--- config.mk ---
export PLATFORM = sky130hd
export DESIGN_NAME = head_tail_frame_sum_checker_top
export DESIGN_NICKNAME = d
export VERILOG_FILES = /design/src/htfsc_pkg.sv /design/src/htfsc_csr.sv /design/src/htfsc_engine.sv /design/src/head_tail_frame_sum_checker_top.sv
export SDC_FILE = /design/constraint.sdc
export NUM_CORES = 1
export LEC_CHECK = 0
export BUFFER_PORTS_ARGS = -buffer_cell sky130_fd_sc_hd__buf_2
export CAP_MARGIN = 20
export CORE_MARGIN = 3
export CORE_UTILIZATION = 55
export DETAILED_ROUTE_END_ITERATION = 10
export PLACE_DENSITY_LB_ADDON = 0.08
export SLEW_MARGIN = 20
export SYNTH_ARGS = -nofsm -noshare
export SYNTH_HDL_FRONTEND = slang
export SYNTH_HIERARCHICAL = 1
export SYNTH_SLANG_ARGS = --single-unit
--- constraint.sdc ---
create_clock -name clock -period 4.7 [get_ports clock]
set_input_delay 0.47 -clock clock [delete_from_list [all_inputs] [get_ports clock]]
set_output_delay 0.47 -clock clock [all_outputs]
set_load 0.02 [all_outputs]
--- src/htfsc_pkg.sv ---
package htfsc_pkg;

   localparam int BYTE_W  = 8;
   localparam int SUM_W   = 16;
   localparam int CSR_IDX_W  = 2;
   localparam int CSR_DATA_W = 16;

   // Register indexes of the configuration port
   typedef enum logic [CSR_IDX_W-1:0] {
      CSR_HEAD_VALUE      = 2'd0,
      CSR_TAIL_VALUE      = 2'd1,
      CSR_SUM_START_INDEX = 2'd2,
      CSR_SUM_SEED        = 2'd3
   } csr_idx_type;

   // Frame status codes, valid on the last byte of a frame
   typedef enum logic [1:0] {
      STATUS_GOOD     = 2'd0,
      STATUS_BAD_SUM  = 2'd1,
      STATUS_OVERLONG = 2'd2
   } status_type;

   localparam logic [BYTE_W-1:0] HEAD_RESET      = 8'h02;
   localparam logic [BYTE_W-1:0] TAIL_RESET      = 8'h03;
   localparam logic [BYTE_W-1:0] START_IDX_RESET = 8'h01;
   localparam logic [SUM_W-1:0]  SEED_RESET      = 16'h0000;

   localparam logic [SUM_W-1:0]  CHK_HI_MASK = 16'h0FC0;
   localparam logic [SUM_W-1:0]  CHK_LO_MASK = 16'h003F;
   localparam int                CHK_SHIFT   = 6;
   localparam logic [BYTE_W-1:0] CHK_OFFSET  = 8'h40;

   typedef struct packed {
      logic [BYTE_W-1:0] head_value;
      logic [BYTE_W-1:0] tail_value;
      logic [BYTE_W-1:0] sum_start_index;
      logic [SUM_W-1:0]  sum_seed;
   } cfg_type;

   typedef struct packed {
      logic [BYTE_W-1:0] frame_byte;
      logic [BYTE_W-1:0] byte_index;
      logic              last_of_frame;
      status_type        frame_status;
   } rsp_type;

endpackage

--- src/htfsc_csr.sv ---
module htfsc_csr (
   input  logic                                clock,
   input  logic                                reset,
   input  logic                                csr_wr_en,
   input  logic [htfsc_pkg::CSR_IDX_W-1:0]     csr_index,
   input  logic [htfsc_pkg::CSR_DATA_W-1:0]    csr_wdata,
   output htfsc_pkg::cfg_type                  cfg
);

   htfsc_pkg::cfg_type cfg_ff;
   htfsc_pkg::cfg_type cfg_in;

   always_comb begin
      cfg_in = cfg_ff;
      if (csr_wr_en) begin
         case (htfsc_pkg::csr_idx_type'(csr_index))
            htfsc_pkg::CSR_HEAD_VALUE:      cfg_in.head_value      = csr_wdata[7:0];
            htfsc_pkg::CSR_TAIL_VALUE:      cfg_in.tail_value      = csr_wdata[7:0];
            htfsc_pkg::CSR_SUM_START_INDEX: cfg_in.sum_start_index = csr_wdata[7:0];
            htfsc_pkg::CSR_SUM_SEED:        cfg_in.sum_seed        = csr_wdata;
            default: cfg_in = cfg_ff;
         endcase
      end
   end

   always_ff @(posedge clock) begin
      if (reset) begin
         cfg_ff.head_value      <= htfsc_pkg::HEAD_RESET;
         cfg_ff.tail_value      <= htfsc_pkg::TAIL_RESET;
         cfg_ff.sum_start_index <= htfsc_pkg::START_IDX_RESET;
         cfg_ff.sum_seed        <= htfsc_pkg::SEED_RESET;
      end else begin
         cfg_ff <= cfg_in;
      end
   end

   assign cfg = cfg_ff;

endmodule

--- src/htfsc_engine.sv ---
module htfsc_engine #(
   parameter int MAX_FRAME = 255
) (
   input  logic                            clock,
   input  logic                            reset,
   input  htfsc_pkg::cfg_type              cfg,
   input  logic                            in_valid,
   output logic                            in_ready,
   input  logic [htfsc_pkg::BYTE_W-1:0]    in_byte,
   output logic                            out_valid,
   input  logic                            out_ready,
   output htfsc_pkg::rsp_type              out_rsp
);

   typedef enum logic [1:0] {
      PH_HUNT = 2'd0,
      PH_BODY = 2'd1,
      PH_CHK1 = 2'd2,
      PH_CHK2 = 2'd3
   } phase_type;

   localparam logic [htfsc_pkg::BYTE_W-1:0] LAST_BODY_IDX =
      htfsc_pkg::BYTE_W'(MAX_FRAME - 3);

   // Input stage
   logic                          stage_valid_ff, stage_valid_in;
   logic [htfsc_pkg::BYTE_W-1:0]  stage_byte_ff;

   // Frame state
   phase_type                     phase_ff, phase_in;
   logic [htfsc_pkg::BYTE_W-1:0]  position_ff, position_in;
   logic [htfsc_pkg::SUM_W-1:0]   sum_ff, sum_in;
   logic                          chk1_ok_ff, chk1_ok_in;

   // Result register
   logic                          out_valid_ff, out_valid_in;
   htfsc_pkg::rsp_type            rsp_ff, rsp_in;

   logic                          advance, step, has_rsp;
   logic [htfsc_pkg::SUM_W-1:0]   inv_sum;
   logic [htfsc_pkg::BYTE_W-1:0]  expect_hi, expect_lo, b;
   logic                          in_sum_range;

   assign advance  = !out_valid_ff || out_ready;
   assign step     = stage_valid_ff && advance;
   assign in_ready = !stage_valid_ff || advance;

   assign b         = stage_byte_ff;
   assign inv_sum   = ~sum_ff;
   assign expect_hi = htfsc_pkg::BYTE_W'((inv_sum & htfsc_pkg::CHK_HI_MASK)
                      >> htfsc_pkg::CHK_SHIFT) + htfsc_pkg::CHK_OFFSET;
   assign expect_lo = htfsc_pkg::BYTE_W'(inv_sum & htfsc_pkg::CHK_LO_MASK)
                      + htfsc_pkg::CHK_OFFSET;
   assign in_sum_range = (position_ff >= cfg.sum_start_index);

   always_comb begin
      phase_in    = phase_ff;
      position_in = position_ff;
      sum_in      = sum_ff;
      chk1_ok_in  = chk1_ok_ff;
      has_rsp     = 1'b0;
      rsp_in.frame_byte    = b;
      rsp_in.byte_index    = position_ff;
      rsp_in.last_of_frame = 1'b0;
      rsp_in.frame_status  = htfsc_pkg::STATUS_GOOD;
      case (phase_ff)
         PH_HUNT: begin
            if (b == cfg.head_value) begin
               has_rsp           = 1'b1;
               rsp_in.byte_index = '0;
               sum_in = (cfg.sum_start_index == '0)
                        ? cfg.sum_seed + htfsc_pkg::SUM_W'(b) : cfg.sum_seed;
               position_in = htfsc_pkg::BYTE_W'(1);
               phase_in    = (b == cfg.tail_value) ? PH_CHK1 : PH_BODY;
            end
         end
         PH_BODY: begin
            has_rsp = 1'b1;
            if (in_sum_range) begin
               sum_in = sum_ff + htfsc_pkg::SUM_W'(b);
            end
            if (b == cfg.tail_value) begin
               position_in = position_ff + 1'b1;
               phase_in    = PH_CHK1;
            end else if (position_ff >= LAST_BODY_IDX) begin
               // cut off: no room left for tail and check bytes
               rsp_in.last_of_frame = 1'b1;
               rsp_in.frame_status  = htfsc_pkg::STATUS_OVERLONG;
               position_in = '0;
               phase_in    = PH_HUNT;
            end else begin
               position_in = position_ff + 1'b1;
            end
         end
         PH_CHK1: begin
            has_rsp     = 1'b1;
            chk1_ok_in  = (b == expect_hi);
            position_in = position_ff + 1'b1;
            phase_in    = PH_CHK2;
         end
         PH_CHK2: begin
            has_rsp              = 1'b1;
            rsp_in.last_of_frame = 1'b1;
            rsp_in.frame_status  = (chk1_ok_ff && (b == expect_lo))
                                   ? htfsc_pkg::STATUS_GOOD : htfsc_pkg::STATUS_BAD_SUM;
            position_in = '0;
            chk1_ok_in  = 1'b0;
            phase_in    = PH_HUNT;
         end
         default: phase_in = PH_HUNT;
      endcase
   end

   assign stage_valid_in = (in_valid && in_ready) ? 1'b1 : (step ? 1'b0 : stage_valid_ff);
   assign out_valid_in   = (step && has_rsp) || (out_valid_ff && !out_ready);

   always_ff @(posedge clock) begin
      if (reset) begin
         stage_valid_ff <= 1'b0;
         out_valid_ff   <= 1'b0;
         phase_ff       <= PH_HUNT;
         position_ff    <= '0;
         sum_ff         <= '0;
         chk1_ok_ff     <= 1'b0;
      end else begin
         stage_valid_ff <= stage_valid_in;
         out_valid_ff   <= out_valid_in;
         if (step) begin
            phase_ff    <= phase_in;
            position_ff <= position_in;
            sum_ff      <= sum_in;
            chk1_ok_ff  <= chk1_ok_in;
         end
      end
   end

   always_ff @(posedge clock) begin
      if (in_valid && in_ready) begin
         stage_byte_ff <= in_byte;
      end
      if (step && has_rsp) begin
         rsp_ff <= rsp_in;
      end
   end

   assign out_valid = out_valid_ff;
   assign out_rsp   = rsp_ff;

endmodule

--- src/head_tail_frame_sum_checker_top.sv ---
// Head/tail frame checker with a 6+6 bit complement-sum check. Received bytes
// enter one per transaction on the req_ channel. The block drops bytes until
// one equals head_value, then echoes every frame byte with its index on the
// rsp_ channel through the first tail_value byte and two check bytes; the
// last byte of a frame carries last_of_frame and the status (good, bad sum,
// overlong). After a failure hunting resumes at the next byte. Rate: one
// byte per cycle sustained while rsp_ready stays high; each byte passes
// through the input register and then the result register before its result
// appears on rsp_, where it is held until taken. The state update is one
// 16-bit add and a few compares. Write configuration only while no
// transaction is in flight.
module head_tail_frame_sum_checker_top #(
   parameter int MAX_FRAME = 255
) (
   input  logic         clock,
   input  logic         reset,
   // configuration
   input  logic         csr_wr_en,
   input  logic [1:0]   csr_index,
   input  logic [15:0]  csr_wdata,
   // received bytes
   input  logic         req_valid,
   output logic         req_ready,
   input  logic [7:0]   req_rx_byte,
   // frame bytes
   output logic         rsp_valid,
   input  logic         rsp_ready,
   output logic [7:0]   rsp_frame_byte,
   output logic [7:0]   rsp_byte_index,
   output logic         rsp_last_of_frame,
   output logic [1:0]   rsp_frame_status
);

   htfsc_pkg::cfg_type cfg;
   htfsc_pkg::rsp_type rsp;

   // Hold the configuration registers
   htfsc_csr u_csr (
      .clock     (clock),
      .reset     (reset),
      .csr_wr_en (csr_wr_en),
      .csr_index (csr_index),
      .csr_wdata (csr_wdata),
      .cfg       (cfg)
   );

   // Input register, frame state and result register
   htfsc_engine #(
      .MAX_FRAME (MAX_FRAME)
   ) u_engine (
      .clock     (clock),
      .reset     (reset),
      .cfg       (cfg),
      .in_valid  (req_valid),
      .in_ready  (req_ready),
      .in_byte   (req_rx_byte),
      .out_valid (rsp_valid),
      .out_ready (rsp_ready),
      .out_rsp   (rsp)
   );

   // Unpack the result transaction onto its ports
   assign rsp_frame_byte    = rsp.frame_byte;
   assign rsp_byte_index    = rsp.byte_index;
   assign rsp_last_of_frame = rsp.last_of_frame;
   assign rsp_frame_status  = rsp.frame_status;

endmodule

# --- Word level (Yosys, flattened, before mapping) ---
# Index checks and enable logic that the tools add are counted.
op_classes:
  reduce_logical: 26
  n_mux: 24
  bitwise_logic: 1
  eq_ne: 13
  order_cmp: 2
  n_addsub: 5
op_table:
  columns: ["operator", "n"]
  rows:
  - ["16-bit two-way mux", 3]
  - ["8-bit two-way mux", 5]
  - ["16-bit by 8-bit adder with 16-bit output", 2]
  - ["8-bit == test", 4]
  - ["16-bit one-hot mux with 2 select lines", 1]
  - ["8-bit one-hot mux with 4 select lines", 1]
  - ["6-bit by 7-bit adder with 8-bit output, second input constant", 2]
  - ["12-bit inverter", 1]
  - ["2-bit AND reduction", 6]
  - ["8-bit by 1-bit adder with 8-bit output, second input constant", 1]
  - ["2-bit == test, second input constant", 4]
  - ["8-bit >= comparator", 1]
  - ["8-bit >= comparator, second input constant", 1]
  - ["8-bit zero test", 1]
  - ["2-bit two-way mux", 4]
  - ["2-bit one-hot mux with 4 select lines", 1]
  - ["3-bit two-way mux", 2]
  - ["3-bit one-hot mux with 2 select lines", 1]
  - ["2-bit nonzero test", 3]
  - ["1-bit logical AND", 5]
  - ["2-bit by 1-bit == test with 1-bit output, second input constant", 2]
  - ["2-bit zero test", 2]
  - ["1-bit two-way mux", 4]
  - ["2-bit by 1-bit != test with 1-bit output, second input constant", 2]
  - ["other kinds (7)", 12]
totals:
  elab_cells: 86
  regBits: 96
  out_inout_bits: 21
  input_bits: 31

# --- Longest topological paths before layout ---
depth:
  word_depth: 6
  mapped_depth: 9
  mapped_depth_nobuf: 8

# --- Modules after synthesis ---
# Netlist, hierarchy kept.
modules_own_cells:
  columns: ["module", "instances", "area_per_inst_um2", "cells_per_inst", "seq_area_each_um2"]
  rows:
  - ["htfsc_engine", 1, 3606.0, 376, 1311.3]
  - ["htfsc_csr", 1, 1640.3, 154, 800.8]

# --- Worst setup path before layout ---
# No wires, ideal clock.
synth_timing:
  kind: "reg-to-reg"
  from: "register u_engine.stage_byte_ff (netlist bit u_engine/b[0])"
  to: "register u_engine/sum_ff[10] (netlist bit)"
  n_path_buf: 0
  path_stages_with_launch: 9
  arrival_ns: 2.227
  path_slack_ns: 2.347
  required_time_ns: 4.574
  synth_period_minus_slack_ns: 2.353
  path_cell_list: "edfxtp_1 ha_1 fa_1 a21o_1 a221oi_2 nor4_1 mux2_1 a311oi_1 o21ai_1"
synth_via:
  elab_chain_cells: 4
  elab_cells_between_ends: 9
  cone_classes: "add/sub (2); eq/ne (2); mux (4); reduce/logical (1)"
synth_rtl:
  columns: ["element", "line_no", "source"]
  rows:
  - ["start, declared", "htfsc_engine.sv:27", "logic [htfsc_pkg::BYTE_W-1:0] stage_byte_ff;"]
  - ["start signal, assigned", "htfsc_engine.sv:139", "stage_byte_ff <= in_byte;"]
  - ["16-bit by 8-bit adder with 16-bit output", "htfsc_engine.sv:72", "? cfg.sum_seed + htfsc_pkg::SUM_W'(b) : cfg.sum_seed;"]
  - ["16-bit two-way mux", "htfsc_engine.sv:72", null]
  - ["16-bit two-way mux", "htfsc_engine.sv:68", "if (b == cfg.head_value) begin"]
  - ["16-bit one-hot mux with 2 select lines", "htfsc_engine.sv:66", "case (phase_ff)"]
  - ["end signal, assigned", "htfsc_engine.sv:131", "sum_ff <= sum_in;"]
  - ["end, declared", "htfsc_engine.sv:32", "logic [htfsc_pkg::SUM_W-1:0] sum_ff, sum_in;"]
# Parallel ways exist; a longest one is shown, timed or not. The select of a mux whose other input is x is not followed.
# A chain may end at the register's enable or synchronous reset.

# --- Worst setup path after layout ---
layout_timing:
  from: "register u_engine.phase_ff[1]"
  to: "register u_engine/sum_ff[8] (netlist bit)"
layout_via:
  elab_chain_cells: 3
  elab_cells_between_ends: 7
  cone_classes: "eq/ne (3); mux (1); reduce/logical (3)"
layout_rtl:
  columns: ["element", "line_no", "source"]
  rows:
  - ["start, declared", "htfsc_engine.sv:30", "phase_type phase_ff, phase_in;"]
  - ["start signal, assigned", "htfsc_engine.sv:129", "phase_ff <= phase_in;"]
  - ["2-bit by 1-bit == test with 1-bit output / 2-bit zero test (equally long branches)", "htfsc_engine.sv:66", null]
  - ["2-bit by 1-bit != test with 1-bit output (no line) / 2-bit nonzero test (equally long branches)", null, null]
  - ["4-bit AND reduction (no line)", null, null]
# Parallel ways exist; a longest one is shown, timed or not.

==> qor.yml <==
clock_network:
  htree_levels: 3
  post_cts_buffers: 0
  ctsRootBufferMaster: "clkbuf_8"
  cts_buffers: 9
  cts_resized: 0
  clock_latency_ns: 0.36
  cts.sinks: 88
  cts.clk_slew.worst_paths_ns: 0.09
  cts_tree: "yes"
  cts_hold_repair.buffers: 0
  clockBufferDepth: 2
setup_path:
  endpoint_kind: "flop"
  crit_chain: "nand2b_1 -> a211o_1 -> o21ba_1 -> a21oi_1 -> a211o_1"
  cp.required_ns: 4.95
  crit_slowest_cell: "nand2b_1"
  cp-startpoint: "u_engine/phase_ff[1]$_SDFFE_PP0P_"
  crit_top_cell: "a211o_1"
  cp_data_arrival_time_ns: 3.06
  start_kind: "flop"
  crit_fanout: 27
  regToRegStartpoint: "u_engine/phase_ff[1]$_SDFFE_PP0P_"
  path_class: "flop to flop"
  worstRegToRegCells: 5
  cpPeakStageDelay_ns: 0.84
drt:
  vias: 3962
  wirelength_met1_mm: 5.48
  routed-wl-met3_um: 615
  met2RoutedLength_mm: 5.69
  drt_first_pass_iters: 5
  route.final.wire_length_mm: 12.0
  remaining_drc_errors: 0
  drt_iter0_markers: 170
  highest-signal-layer: "met4"
  wl_per_cell_um: 18.1
  ant_nets: 0
  via_per_inst: 5.98
final_layout:
  n_antenna_cell: 0
  final_cells: 662
  drive_gt1_share_pct: 14.6
  area_growth_pct: 10.2
  layout.nets: 607
placement:
  portBuffers: 47
  gp_congestion: 0.882
  dp_hpwl_mm: 8.64
  place_inst: 646
synthesis:
  postSynthCellCount: 514
  syn_area_um2: 5080
  ys_warn_count: 6
  syn_nets: 572
  synth_area_per_cell_um2: 9.88
min_path:
  hp-class: "primary input to flop"
  min_from: "req_rx_byte[7]"
  hold_depth: 1
grt:
  overflow: 0
  grt_pass1_vias: 3851
  grt_max_degree: 67
  antenna_found_initial: 0
  grt_use_total_pct: 24.3
  grt_pass1_wl_mm: 19.4
job:
  maxCapViolations: 0
sta:
  slew_headroom_pct: 33.2
  rsz0062_at_grt: "no"
  setup_viol: 0
  hold_viol: 0
  tns_ns: 0
  fin_worst_skew_ns: 0.00914
  fin_crit_sh_pct: 59.8
  worstMarginPinSlew_ns: 1.00
  max_freq_mhz: 356
  fin_crit_ns: 2.81
  maxSlewViolCount: 0
outcome:
  outcome: "complete, no violations"
power_and_ir_drop:
  netSwitchingFraction_pct: 24.9
  p_seq_share_pct: 50.6
  pwr-share-clk_pct: 39.9
  p_per_area_nw_per_um2: 293
  internal_power_mw: 1.23
  finalPower_mw: 1.64
  combPwrFrac_pct: 9.5
  p_sw_mw: 0.408
  peakVddDrop_v: 0.000241
  leakage_nw: 2.32
floorplanning:
  dieHeight_um: 102
  start_util_pct: 57.4
  io_pins: 52
  dieArea_um2: 10400
  core_area_um2: 8850
  die_w_um: 102
  fp-row-count: 34
state kept, by name, indices dropped and copies added (netlist names):
signal / cells
u_engine/phase_ff: 2
u_engine/out_rsp: 19
u_engine/out_valid: 1
u_engine/b: 8
u_csr/cfg: 36
u_engine/stage_valid_ff: 1
u_engine/sum_ff: 12
u_engine/position_ff: 8
u_engine/chk1_ok_ff: 1
layout make-up:
type | count | area, µm²
clock inverters | 7 | 126
well taps | 108 | 135
inverters | 13 | 48.8
multi-input cells | 389 | 2890
repair buffers | 48 | 243
clock buffers | 9 | 124
flip-flops and latches | 88 | 2030
fillers | 752 | 3250
through the flow:
stage / utilization (%) / instance area (µm²) / hold slack, ns / setup slack, ns
6_report: 63.2 / 5600 / 0.281 / 1.89
3_3_place_gp: 60.4 / 5350 / 0.470 / 2.00
5_1_grt: 63.2 / 5600 / 0.258 / 1.71
3_5_place_dp: 60.4 / 5350 / 0.474 / 1.97
2_1_floorplan: - / 5080 / 0.432 / 2.35
4_1_cts: 63.2 / 5600 / 0.261 / 1.95
path summary, 6_finish.rpt:
path	slack [ns]	endpoint
hold / removal	0.28	u_engine/b[7]$_DFFE_PP_
setup reg to reg	1.89	u_engine/sum_ff[8]$_SDFFE_PP0P_
hold reg to reg	0.48	u_engine/chk1_ok_ff$_SDFFE_PP0P_
setup / recovery	1.89	u_engine/sum_ff[8]$_SDFFE_PP0P_
metal layers:
metal,vias up,track usage [%]
li1,1957,-
met1,1856,32.5
met2,137,40.4
met3,12,5.12
met4,0,5.85
met5,-,0
cells in the final DEF, fill, tap and decap left out, types with 8 or more instances in the layout:
cell	count
inv_1	12
mux2i_1	38
nand2b_1	47
o21ai_1	11
and2_1	13
a21oi_1	28
edfxtp_1	27
ha_1	25
a21o_1	8
nand2_1	31
o211ai_1	9
dfxtp_1	61
nor2_1	26
buf_2	47
clkbuf_8	9
xor2_1	15
nand3_1	8
xnor2_1	23
power by group through the flow:
| stage | Sequential (mW) | Clock (mW) | Combinational [mW] |
|---|---|---|---|
| 6_report | 0.830 | 0.654 | 0.156 |
| 3_3_place_gp | 0.846 | 0 | 0.150 |
| 4_1_cts | 0.829 | 0.670 | 0.155 |
| 3_5_place_dp | 0.847 | 0 | 0.154 |
| 5_1_grt | 0.832 | 0.696 | 0.173 |
| 2_1_floorplan | 0.834 | 0 | 0.118 |
worst max-delay path, delay by kind of cell, from the launching register on:
kind / cells / cell delay (ns)
DFF: 1 / 0.63
AOI/OAI and AO/OA: 4 / 1.22
and+or+nand+nor: 1 / 0.84
Power figures use the tool's default switching activity.
